$ cat config.mk
export PLATFORM = sky130hd
export DESIGN_NAME = adaptive_notch_filter_lms
export DESIGN_NICKNAME = d
export VERILOG_FILES = /design/src/rtl/anf_lms_pkg.sv /design/src/rtl/anf_lms_mul.sv /design/src/rtl/adaptive_notch_filter_lms.sv
export SDC_FILE = /design/constraint.sdc
export NUM_CORES = 2
export LEC_CHECK = 0
export BUFFER_PORTS_ARGS = -buffer_cell sky130_fd_sc_hd__buf_4
export CORE_ASPECT_RATIO = 0.75
export CORE_MARGIN = 8
export CORE_UTILIZATION = 30
export DETAILED_ROUTE_END_ITERATION = 10
export PLACE_DENSITY_LB_ADDON = 0.25
export SETUP_SLACK_MARGIN = 0.3
export SYNTH_ARGS = -nofsm -noshare
export SYNTH_HDL_FRONTEND = slang
export SYNTH_SLANG_ARGS = --single-unit
$ cat constraint.sdc
create_clock -name clock -period 21.6 [get_ports clock]
set_input_delay 1.08 -clock clock [delete_from_list [all_inputs] [get_ports clock]]
set_output_delay 1.08 -clock clock [all_outputs]
set_load 0.1 [all_outputs]
$ cat src/rtl/anf_lms_pkg.sv
// Shared types and constants for the adaptive notch filter.
// No dependencies; used by anf_lms_mul and adaptive_notch_filter_lms.
`default_nettype none

package anf_lms_pkg;

   // Shared multiplier operand and product widths
   localparam int MUL_A_W = 22;
   localparam int MUL_B_W = 17;
   localparam int MUL_P_W = MUL_A_W + MUL_B_W;

   typedef logic signed [MUL_A_W-1:0] mul_a_type;
   typedef logic signed [MUL_B_W-1:0] mul_b_type;
   typedef logic signed [MUL_P_W-1:0] mul_p_type;

   // Configuration register indexes
   localparam logic [2:0] CSR_LAMBDA       = 3'd0;
   localparam logic [2:0] CSR_ONE_MINUS    = 3'd1;
   localparam logic [2:0] CSR_RHO_FINAL    = 3'd2;
   localparam logic [2:0] CSR_STEP_SIZE    = 3'd3;
   localparam logic [2:0] CSR_RHO_START    = 3'd4;

   // Register defaults
   localparam logic [14:0] LAMBDA_RESET    = 15'd29491;
   localparam logic [14:0] ONE_MINUS_RESET = 15'd3276;
   localparam logic [15:0] RHO_FINAL_RESET = 16'd62259;
   localparam logic [14:0] STEP_RESET      = 15'd328;
   localparam logic [15:0] RHO_START_RESET = 16'd32768;

   // Arithmetic constants
   localparam int                 HALF_ROUND = 'h4000;
   localparam logic signed [15:0] COEF_MAX   = 16'sh7FFF;
   localparam logic signed [15:0] COEF_MIN   = -16'sh7FFF;
   localparam int                 GRAD_SHIFT = 9;
   localparam int                 ERR_SHIFT  = 4;

endpackage

`default_nettype wire

$ cat src/rtl/anf_lms_mul.sv
// Shared signed multiplier with a registered product.
// Depends on anf_lms_pkg for operand and product types.
`default_nettype none

module anf_lms_mul (
   input  wire                     clock,
   input  anf_lms_pkg::mul_a_type  op_a,
   input  anf_lms_pkg::mul_b_type  op_b,
   output anf_lms_pkg::mul_p_type  product
);

   anf_lms_pkg::mul_p_type product_ff;
   anf_lms_pkg::mul_p_type product_in;

   assign product_in = anf_lms_pkg::MUL_P_W'(op_a) * anf_lms_pkg::MUL_P_W'(op_b);

   always_ff @(posedge clock) begin
      product_ff <= product_in;
   end

   assign product = product_ff;

endmodule

`default_nettype wire

$ cat src/rtl/adaptive_notch_filter_lms.sv
// Top level of the second-order adaptive notch filter with LMS adaptation.
// Depends on anf_lms_pkg and anf_lms_mul.
//
// Usage:
//   req_*  : one signed 16-bit sample per beat (valid/ready).
//   rsp_*  : one signed 21-bit notch error per beat (valid/ready).
//   csr_*  : register writes (index, data); always ready, write only while idle.
// Each sample runs through one shared 22x17 signed multiplier under an
// eleven-step sequencer: nine multiplies for the radius update, the state
// recursion, the error and the coefficient gradient, plus two steps that
// form the error and commit the new state. The error is registered onto
// rsp_* in the commit step, and the block takes no new sample until the
// current one is committed. req_ready is low while a sample is in flight.
// The result sits in an output register; if the receiver stalls, the
// sequencer holds at the gain step until the previous error beat is taken,
// which stretches the sample by the length of the stall.
// Synchronous reset restores the register defaults, loads the pole radius
// with its start value and clears the coefficient and both past states.
`default_nettype none

module adaptive_notch_filter_lms (
   input  wire                clock,
   input  wire                reset,
   // sample channel
   input  wire                req_valid,
   output logic               req_ready,
   input  wire signed [15:0]  req_sample_in,
   // error channel
   output logic               rsp_valid,
   input  wire                rsp_ready,
   output logic signed [20:0] rsp_error_out,
   // register write channel
   input  wire                csr_valid,
   output logic               csr_ready,
   input  wire  [2:0]         csr_index,
   input  wire  [15:0]        csr_data
);

   // Sequencer steps; all but the error and commit steps issue one multiply
   localparam logic [3:0] STEP_RHO_DECAY  = 4'd0;  // lambda * rho
   localparam logic [3:0] STEP_RHO_TARGET = 4'd1;  // (1-lambda) * rho_final
   localparam logic [3:0] STEP_COEF_PREV  = 4'd2;  // a * s1
   localparam logic [3:0] STEP_RHO_SQUARE = 4'd3;  // rho * rho
   localparam logic [3:0] STEP_RHO_COEF   = 4'd4;  // rho * a
   localparam logic [3:0] STEP_OLDER      = 4'd5;  // rho^2 * s2
   localparam logic [3:0] STEP_PREV       = 4'd6;  // (rho*a) * s1
   localparam logic [3:0] STEP_ERROR      = 4'd7;  // form s and e
   localparam logic [3:0] STEP_GAIN       = 4'd8;  // mu * e
   localparam logic [3:0] STEP_GRAD       = 4'd9;  // (2*mu*e) * s1
   localparam logic [3:0] STEP_UPDATE     = 4'd10; // commit coefficient and state

   // Control
   logic       busy_ff, busy_in;
   logic [3:0] step_ff, step_in;
   logic       rsp_valid_ff, rsp_valid_in;

   // Configuration
   logic [14:0] lambda_ff, lambda_in;
   logic [14:0] one_minus_ff, one_minus_in;
   logic [15:0] rho_final_ff, rho_final_in;
   logic [14:0] step_size_ff, step_size_in;

   // Filter state
   logic [15:0]        pole_ff, pole_in;
   logic signed [15:0] coef_ff, coef_in;
   logic signed [15:0] prev_ff, prev_in;
   logic signed [15:0] older_ff, older_in;

   // Per-sample working registers
   logic signed [15:0] sample_ff, sample_in;
   logic [15:0]        decay_ff, decay_in;
   logic signed [15:0] partial_ff, partial_in;  // wrap16(s2 + q)
   logic [15:0]        rho_sq_ff, rho_sq_in;
   logic signed [16:0] rho_coef_ff, rho_coef_in;
   logic signed [15:0] older_term_ff, older_term_in;
   logic signed [15:0] state_ff, state_in;
   logic signed [20:0] error_ff, error_in;
   logic signed [20:0] rsp_error_ff, rsp_error_in;

   // Shared multiplier
   anf_lms_pkg::mul_a_type op_a;
   anf_lms_pkg::mul_b_type op_b;
   anf_lms_pkg::mul_p_type product;

   anf_lms_pkg::mul_p_type half_round;
   anf_lms_pkg::mul_p_type neg_round;
   anf_lms_pkg::mul_p_type pos_round;
   logic signed [15:0]     state_new;
   logic signed [16:0]     err_sum;
   logic signed [15:0]     coef_new;
   logic                   finish;

   anf_lms_mul u_mul (
      .clock   (clock),
      .op_a    (op_a),
      .op_b    (op_b),
      .product (product)
   );

   assign req_ready     = ~busy_ff;
   assign csr_ready     = 1'b1;
   assign rsp_valid     = rsp_valid_ff;
   assign rsp_error_out = rsp_error_ff;

   assign half_round = anf_lms_pkg::MUL_P_W'(anf_lms_pkg::HALF_ROUND);
   assign neg_round  = half_round - product;
   assign pos_round  = product + half_round;

   // s = y + p - t, wrapped; p comes straight off the multiplier
   assign state_new = sample_ff + product[30:15] - older_term_ff;
   assign err_sum   = 17'(partial_ff) + 17'(state_new);

   // a + g, wrapped; only the most negative code falls outside +-COEF_MAX
   always_comb begin
      coef_new = coef_ff + product[anf_lms_pkg::GRAD_SHIFT +: 16];
      if (coef_new < anf_lms_pkg::COEF_MIN) begin
         coef_new = anf_lms_pkg::COEF_MIN;
      end
   end

   // Commit in the last step; the output register is free by then
   assign finish = busy_ff && (step_ff == STEP_UPDATE);

   // Operand select for the shared multiplier
   always_comb begin
      op_a = '0;
      op_b = '0;
      unique case (step_ff)
         STEP_RHO_DECAY: begin
            op_a = anf_lms_pkg::MUL_A_W'({1'b0, lambda_ff});
            op_b = anf_lms_pkg::MUL_B_W'({1'b0, pole_ff});
         end
         STEP_RHO_TARGET: begin
            op_a = anf_lms_pkg::MUL_A_W'({1'b0, one_minus_ff});
            op_b = anf_lms_pkg::MUL_B_W'({1'b0, rho_final_ff});
         end
         STEP_COEF_PREV: begin
            op_a = anf_lms_pkg::MUL_A_W'(coef_ff);
            op_b = anf_lms_pkg::MUL_B_W'(prev_ff);
         end
         STEP_RHO_SQUARE: begin
            op_a = anf_lms_pkg::MUL_A_W'({1'b0, pole_ff});
            op_b = anf_lms_pkg::MUL_B_W'({1'b0, pole_ff});
         end
         STEP_RHO_COEF: begin
            op_a = anf_lms_pkg::MUL_A_W'({1'b0, pole_ff});
            op_b = anf_lms_pkg::MUL_B_W'(coef_ff);
         end
         STEP_OLDER: begin
            op_a = anf_lms_pkg::MUL_A_W'({1'b0, rho_sq_ff});
            op_b = anf_lms_pkg::MUL_B_W'(older_ff);
         end
         STEP_PREV: begin
            op_a = anf_lms_pkg::MUL_A_W'(rho_coef_ff);
            op_b = anf_lms_pkg::MUL_B_W'(prev_ff);
         end
         STEP_GAIN: begin
            op_a = anf_lms_pkg::MUL_A_W'(error_ff);
            op_b = anf_lms_pkg::MUL_B_W'({1'b0, step_size_ff});
         end
         STEP_GRAD: begin
            // floor(2*mu*e / 2^15) is the product shifted down by 14
            op_a = product[35:14];
            op_b = anf_lms_pkg::MUL_B_W'(prev_ff);
         end
         default: begin
            op_a = '0;
            op_b = '0;
         end
      endcase
   end

   // Next-state logic
   always_comb begin
      busy_in       = busy_ff;
      step_in       = step_ff;
      rsp_valid_in  = rsp_valid_ff;
      rsp_error_in  = rsp_error_ff;
      lambda_in     = lambda_ff;
      one_minus_in  = one_minus_ff;
      rho_final_in  = rho_final_ff;
      step_size_in  = step_size_ff;
      pole_in       = pole_ff;
      coef_in       = coef_ff;
      prev_in       = prev_ff;
      older_in      = older_ff;
      sample_in     = sample_ff;
      decay_in      = decay_ff;
      partial_in    = partial_ff;
      rho_sq_in     = rho_sq_ff;
      rho_coef_in   = rho_coef_ff;
      older_term_in = older_term_ff;
      state_in      = state_ff;
      error_in      = error_ff;

      // Drop the error beat once taken
      if (rsp_valid_ff && rsp_ready) begin
         rsp_valid_in = 1'b0;
      end

      // Register writes; the start radius only matters at reset, where it
      // takes its default, so accept and drop that write
      if (csr_valid) begin
         unique case (csr_index)
            anf_lms_pkg::CSR_LAMBDA:    lambda_in    = csr_data[14:0];
            anf_lms_pkg::CSR_ONE_MINUS: one_minus_in = csr_data[14:0];
            anf_lms_pkg::CSR_RHO_FINAL: rho_final_in = csr_data;
            anf_lms_pkg::CSR_STEP_SIZE: step_size_in = csr_data[14:0];
            anf_lms_pkg::CSR_RHO_START: ;
            default: ;
         endcase
      end

      // Retire the product issued in the previous step
      if (busy_ff) begin
         case (step_ff)
            STEP_RHO_TARGET: decay_in      = product[30:15];
            STEP_COEF_PREV:  pole_in       = decay_ff + product[30:15];
            STEP_RHO_SQUARE: partial_in    = older_ff + neg_round[30:15];
            STEP_RHO_COEF:   rho_sq_in     = product[31:16];
            STEP_OLDER:      rho_coef_in   = pos_round[32:16];
            STEP_PREV:       older_term_in = product[31:16];
            STEP_ERROR: begin
               state_in = state_new;
               error_in = 21'(err_sum) <<< anf_lms_pkg::ERR_SHIFT;
            end
            default: ;
         endcase

         // Advance the sequencer; hold the gain step while an earlier error
         // beat still waits, since its operands stay put there
         if (step_ff == STEP_GAIN) begin
            if (~rsp_valid_ff || rsp_ready) begin
               step_in = step_ff + 4'd1;
            end
         end else if (step_ff != STEP_UPDATE) begin
            step_in = step_ff + 4'd1;
         end
      end

      // Commit coefficient and state, present the error
      if (finish) begin
         coef_in      = coef_new;
         older_in     = prev_ff;
         prev_in      = state_ff;
         rsp_valid_in = 1'b1;
         rsp_error_in = error_ff;
         busy_in      = 1'b0;
      end

      // Take a new sample
      if (req_valid && req_ready) begin
         sample_in = req_sample_in;
         busy_in   = 1'b1;
         step_in   = STEP_RHO_DECAY;
      end
   end

   // Control, configuration and filter state
   always_ff @(posedge clock) begin
      if (reset) begin
         busy_ff      <= 1'b0;
         step_ff      <= STEP_RHO_DECAY;
         rsp_valid_ff <= 1'b0;
         lambda_ff    <= anf_lms_pkg::LAMBDA_RESET;
         one_minus_ff <= anf_lms_pkg::ONE_MINUS_RESET;
         rho_final_ff <= anf_lms_pkg::RHO_FINAL_RESET;
         step_size_ff <= anf_lms_pkg::STEP_RESET;
         pole_ff      <= anf_lms_pkg::RHO_START_RESET;
         coef_ff      <= '0;
         prev_ff      <= '0;
         older_ff     <= '0;
      end else begin
         busy_ff      <= busy_in;
         step_ff      <= step_in;
         rsp_valid_ff <= rsp_valid_in;
         lambda_ff    <= lambda_in;
         one_minus_ff <= one_minus_in;
         rho_final_ff <= rho_final_in;
         step_size_ff <= step_size_in;
         pole_ff      <= pole_in;
         coef_ff      <= coef_in;
         prev_ff      <= prev_in;
         older_ff     <= older_in;
      end
   end

   // Working registers and output payload
   always_ff @(posedge clock) begin
      sample_ff     <= sample_in;
      decay_ff      <= decay_in;
      partial_ff    <= partial_in;
      rho_sq_ff     <= rho_sq_in;
      rho_coef_ff   <= rho_coef_in;
      older_term_ff <= older_term_in;
      state_ff      <= state_in;
      error_ff      <= error_in;
      rsp_error_ff  <= rsp_error_in;
   end

endmodule

`default_nettype wire

==> results.tsv <==
metric	value	unit
CP Max Fanout	25	
clock latency on the worst-skew pair	0.62	ns
Rows	97	
initial antenna violation count	2	
status	finished clean	
#FFs+latches synth	314	
WHS	0.4591	ns
Final #Nets	3656	
Die Width	371	um
Leakage	13.72	nW
Pint	1.607	mW
Unique masters post-synth	73	
Fin. Hold Viols	0	
Post-CTS Hold Buffers	0	
ys flop type	dfxtp_1	
vias per cell	4.956	
Final TNS setup	0	ns
die height	282.3	um
Worst Setup Path Type	reg2reg	
Worst Hold Path EP	lambda_ff[7]	
commonest non-fill, non-tap cell in the layout	inv_1	
Initial Util	30.30	%
Final Critical Period	9.685	ns
CTS Root Cell	clkbuf_16	
Top delay family on crit path	adder cells	
Layout area overhead	10.59	%
most used cell, CP	fa_1	
Tcrit/Tclk final	44.84	%
hold crit path type	reg2reg	
Mapped Avg Cell Area	9.297	um2
# IOs	64	
cts bufs inserted	31	
Final Skew	0.04067	ns
hold path start	lambda_ff[7]	
EDFF count, synth	147	
largest net degree at the start of global routing	104	
routed len/inst	20.97	um
die area	104700	um2
buffers plus inverters on the worst setup path	5	
P_sw	1.158	mW
max frequency	0.1032	GHz
Worst Tran Pin Value	1.244	ns
GPL Wtd Cong	0.9176	
antenna viol nets, final	0	
Data required, critical path	22.08	ns
DRC viols	0	
Buffers on Ports	58	
Critical Path Source Type	register	
unrepaired setup endpoints after global routing	false	
Rel. slew slack	17.03	%
Syn Inst Count	3050	
Comb power frac	52.6	%
Clock transition at path regs	0.07	ns
RR Endpoint	u_mul.product[34]	
Core Area	93570	um2
Max Cap Violations	0	
Flop pwr share	27.1	%
final wirelength	90950	um
Synth top area share	25.91	%
clock tree from TritonCTS	built	
CP Capture Type	register	
vias in the first global route	20810	
setup violators final	0	
synth warn	0	
Hold Path Depth	2	
overall fraction of global-route tracks in use	17.20	%
DR vias	21490	
worst r2r path cells	27	
most frequent cells in the layout	507 x inv_1, 432 x nand2_1, 367 x fa_1, 302 x nor2_1, 173 x ha_1	
Seq/Total Area, Yosys	27.36	%
Critical Path Max Stage Delay	0.98	ns
H-tree level count	1	
crit path DAT	10.17	ns
CP max stage cell	and2_1	
Worst R2R Setup Slack	11.91	ns
antenna diode count	0	
Async S/R FF share, synth	0	%
global-route wire length before repair	137200	um
R2R Path Start	step_ff[2]	
clock sinks	314	
Syn Std Cell Area	28360	um2
Clock power frac	20.3	%
Net Sw Frac	41.88	%
pwr/cell area	88.18	nW/um2
share of post-route cells with drive strength above 1	6.548	%
# Post-CTS Setup Buffers	0	
max-slew violations	0	
Post-DP HPWL	71690	um
IR drop worst, VDD	0.07334	mV
post_cts resized	0	
drt first pass iters	6	
Overflow after GRT	0	
initial DRC count	2316	
Synth area leader	fa_1	
clk buf depth	3	
Synth area leaders	fa_1 26%, edfxtp_1 16%, dfxtp_1 12%	
-- tightest hold or removal path: stages, from the launching register on --
cell and delay (ns):
dfxtp_1 0.31, nand2_1 0.05, a21oi_1 0.05
-- registers in the layout, indices dropped and copies added (netlist names), 16 cells and up --
register and count:
older_term_ff 16, prev_ff 16, rho_final_ff 16, partial_ff 16, state_ff 16, error_ff 17
rsp_error_out 17, u_mul.product 36, pole_ff 16, coef_ff 16, sample_ff 16, decay_ff 16
older_ff 16, rho_sq_ff 16, rho_coef_ff 17
-- per-stage QoR --
stage | cells | power [mW] | utilization, % | area [um2] | setup slack (ns)
final | 4337 | 2.765 | 33.51 | 31360 | 11.91
after global routing | 4337 | 2.961 | 33.51 | 31360 | 11.50
after CTS | 4337 | 2.772 | 33.51 | 31360 | 12.06
after detailed placement | 4280 | 2.199 | 32.40 | 30320 | 12.09
after global placement | 4280 | 2.197 | 32.40 | 30320 | 12.14
after floorplan | 3053 | 1.801 | - | 28370 | 14.03
-- area by class of cell --
cell class	instances	area, um2
Fill cell	9667	62210
Multi-Input combinational cell	2106	18250
Sequential cell	314	7757
Inverter	509	1911
Tap cell	1237	1548
Clock buffer	42	908.4
Timing Repair Buffer	114	855.8
Clock inverter	15	131.4
-- worst max path at each step --
stage / endpoint / slack (ns) / cells past startpoint / from
after floorplan: u_mul.product[34] / 14.03 / 31 / step_ff[3]
after global placement: u_mul.product[34] / 12.14 / 27 / step_ff[2]
after detailed placement: u_mul.product[34] / 12.09 / 27 / step_ff[2]
after CTS: u_mul.product[34] / 12.06 / 27 / step_ff[2]
after global routing: u_mul.product[34] / 11.50 / 27 / step_ff[2]
final: u_mul.product[34] / 11.91 / 27 / step_ff[2]
-- cell usage after synthesis (7+ instances only) --
library cell,n
a21oi_1,144
nand3b_1,22
ha_1,173
o21a_1,15
inv_1,508
buf_1,9
nor2_1,304
nor2b_1,26
a22oi_1,51
and4_1,8
mux2i_1,14
o21ai_0,48
o21bai_1,12
nand3_1,23
xor2_1,23
a222oi_1,27
nand4_1,12
and3_1,20
a21o_1,24
a221o_1,7
fa_1,367
a221oi_1,7
or3_1,9
nand2_1,432
nor3_1,37
or2_2,7
and2_1,27
a211o_1,27
edfxtp_1,147
xnor2_1,120
nand2b_1,12
clkbuf_1,104
dfxtp_1,167
a211oi_1,27
a31oi_1,12
-- routing by layer --
metal	GRT usage (%)	routed length, um	up-vias
met5	0	13	-
met4	2.385	1396	2
met3	3.665	7748	80
met2	24.19	36460	749
met1	27.15	45340	10750
li1	-	-	9913
-- power groups by stage --
stage          combinational, mW  sequential [mW]  clock (mW)
3_5_place_dp                1.44            0.763           0
3_3_place_gp                1.44            0.762           0
2_1_floorplan               1.03            0.776           0
6_report                    1.45            0.749       0.562
4_1_cts                     1.45            0.750       0.576
5_1_grt                     1.61            0.751       0.598
-- kinds of logic (layout without fill, tap and decap cells) --
kind of cell	Yosys count	in the layout	synth area share, %
xor gates and xnor gates	143	143	4.417
other	2	5	0.02648
buffers and inverters	633	680	8.503
AOI/OAI and AO/OA	443	443	10.71
adders and majority gates	540	540	33.54
muxes	14	14	0.4942
and+or+nand+nor	961	961	14.95
DFF	314	314	27.36
Note: power is estimated with default switching activity, not from simulation.
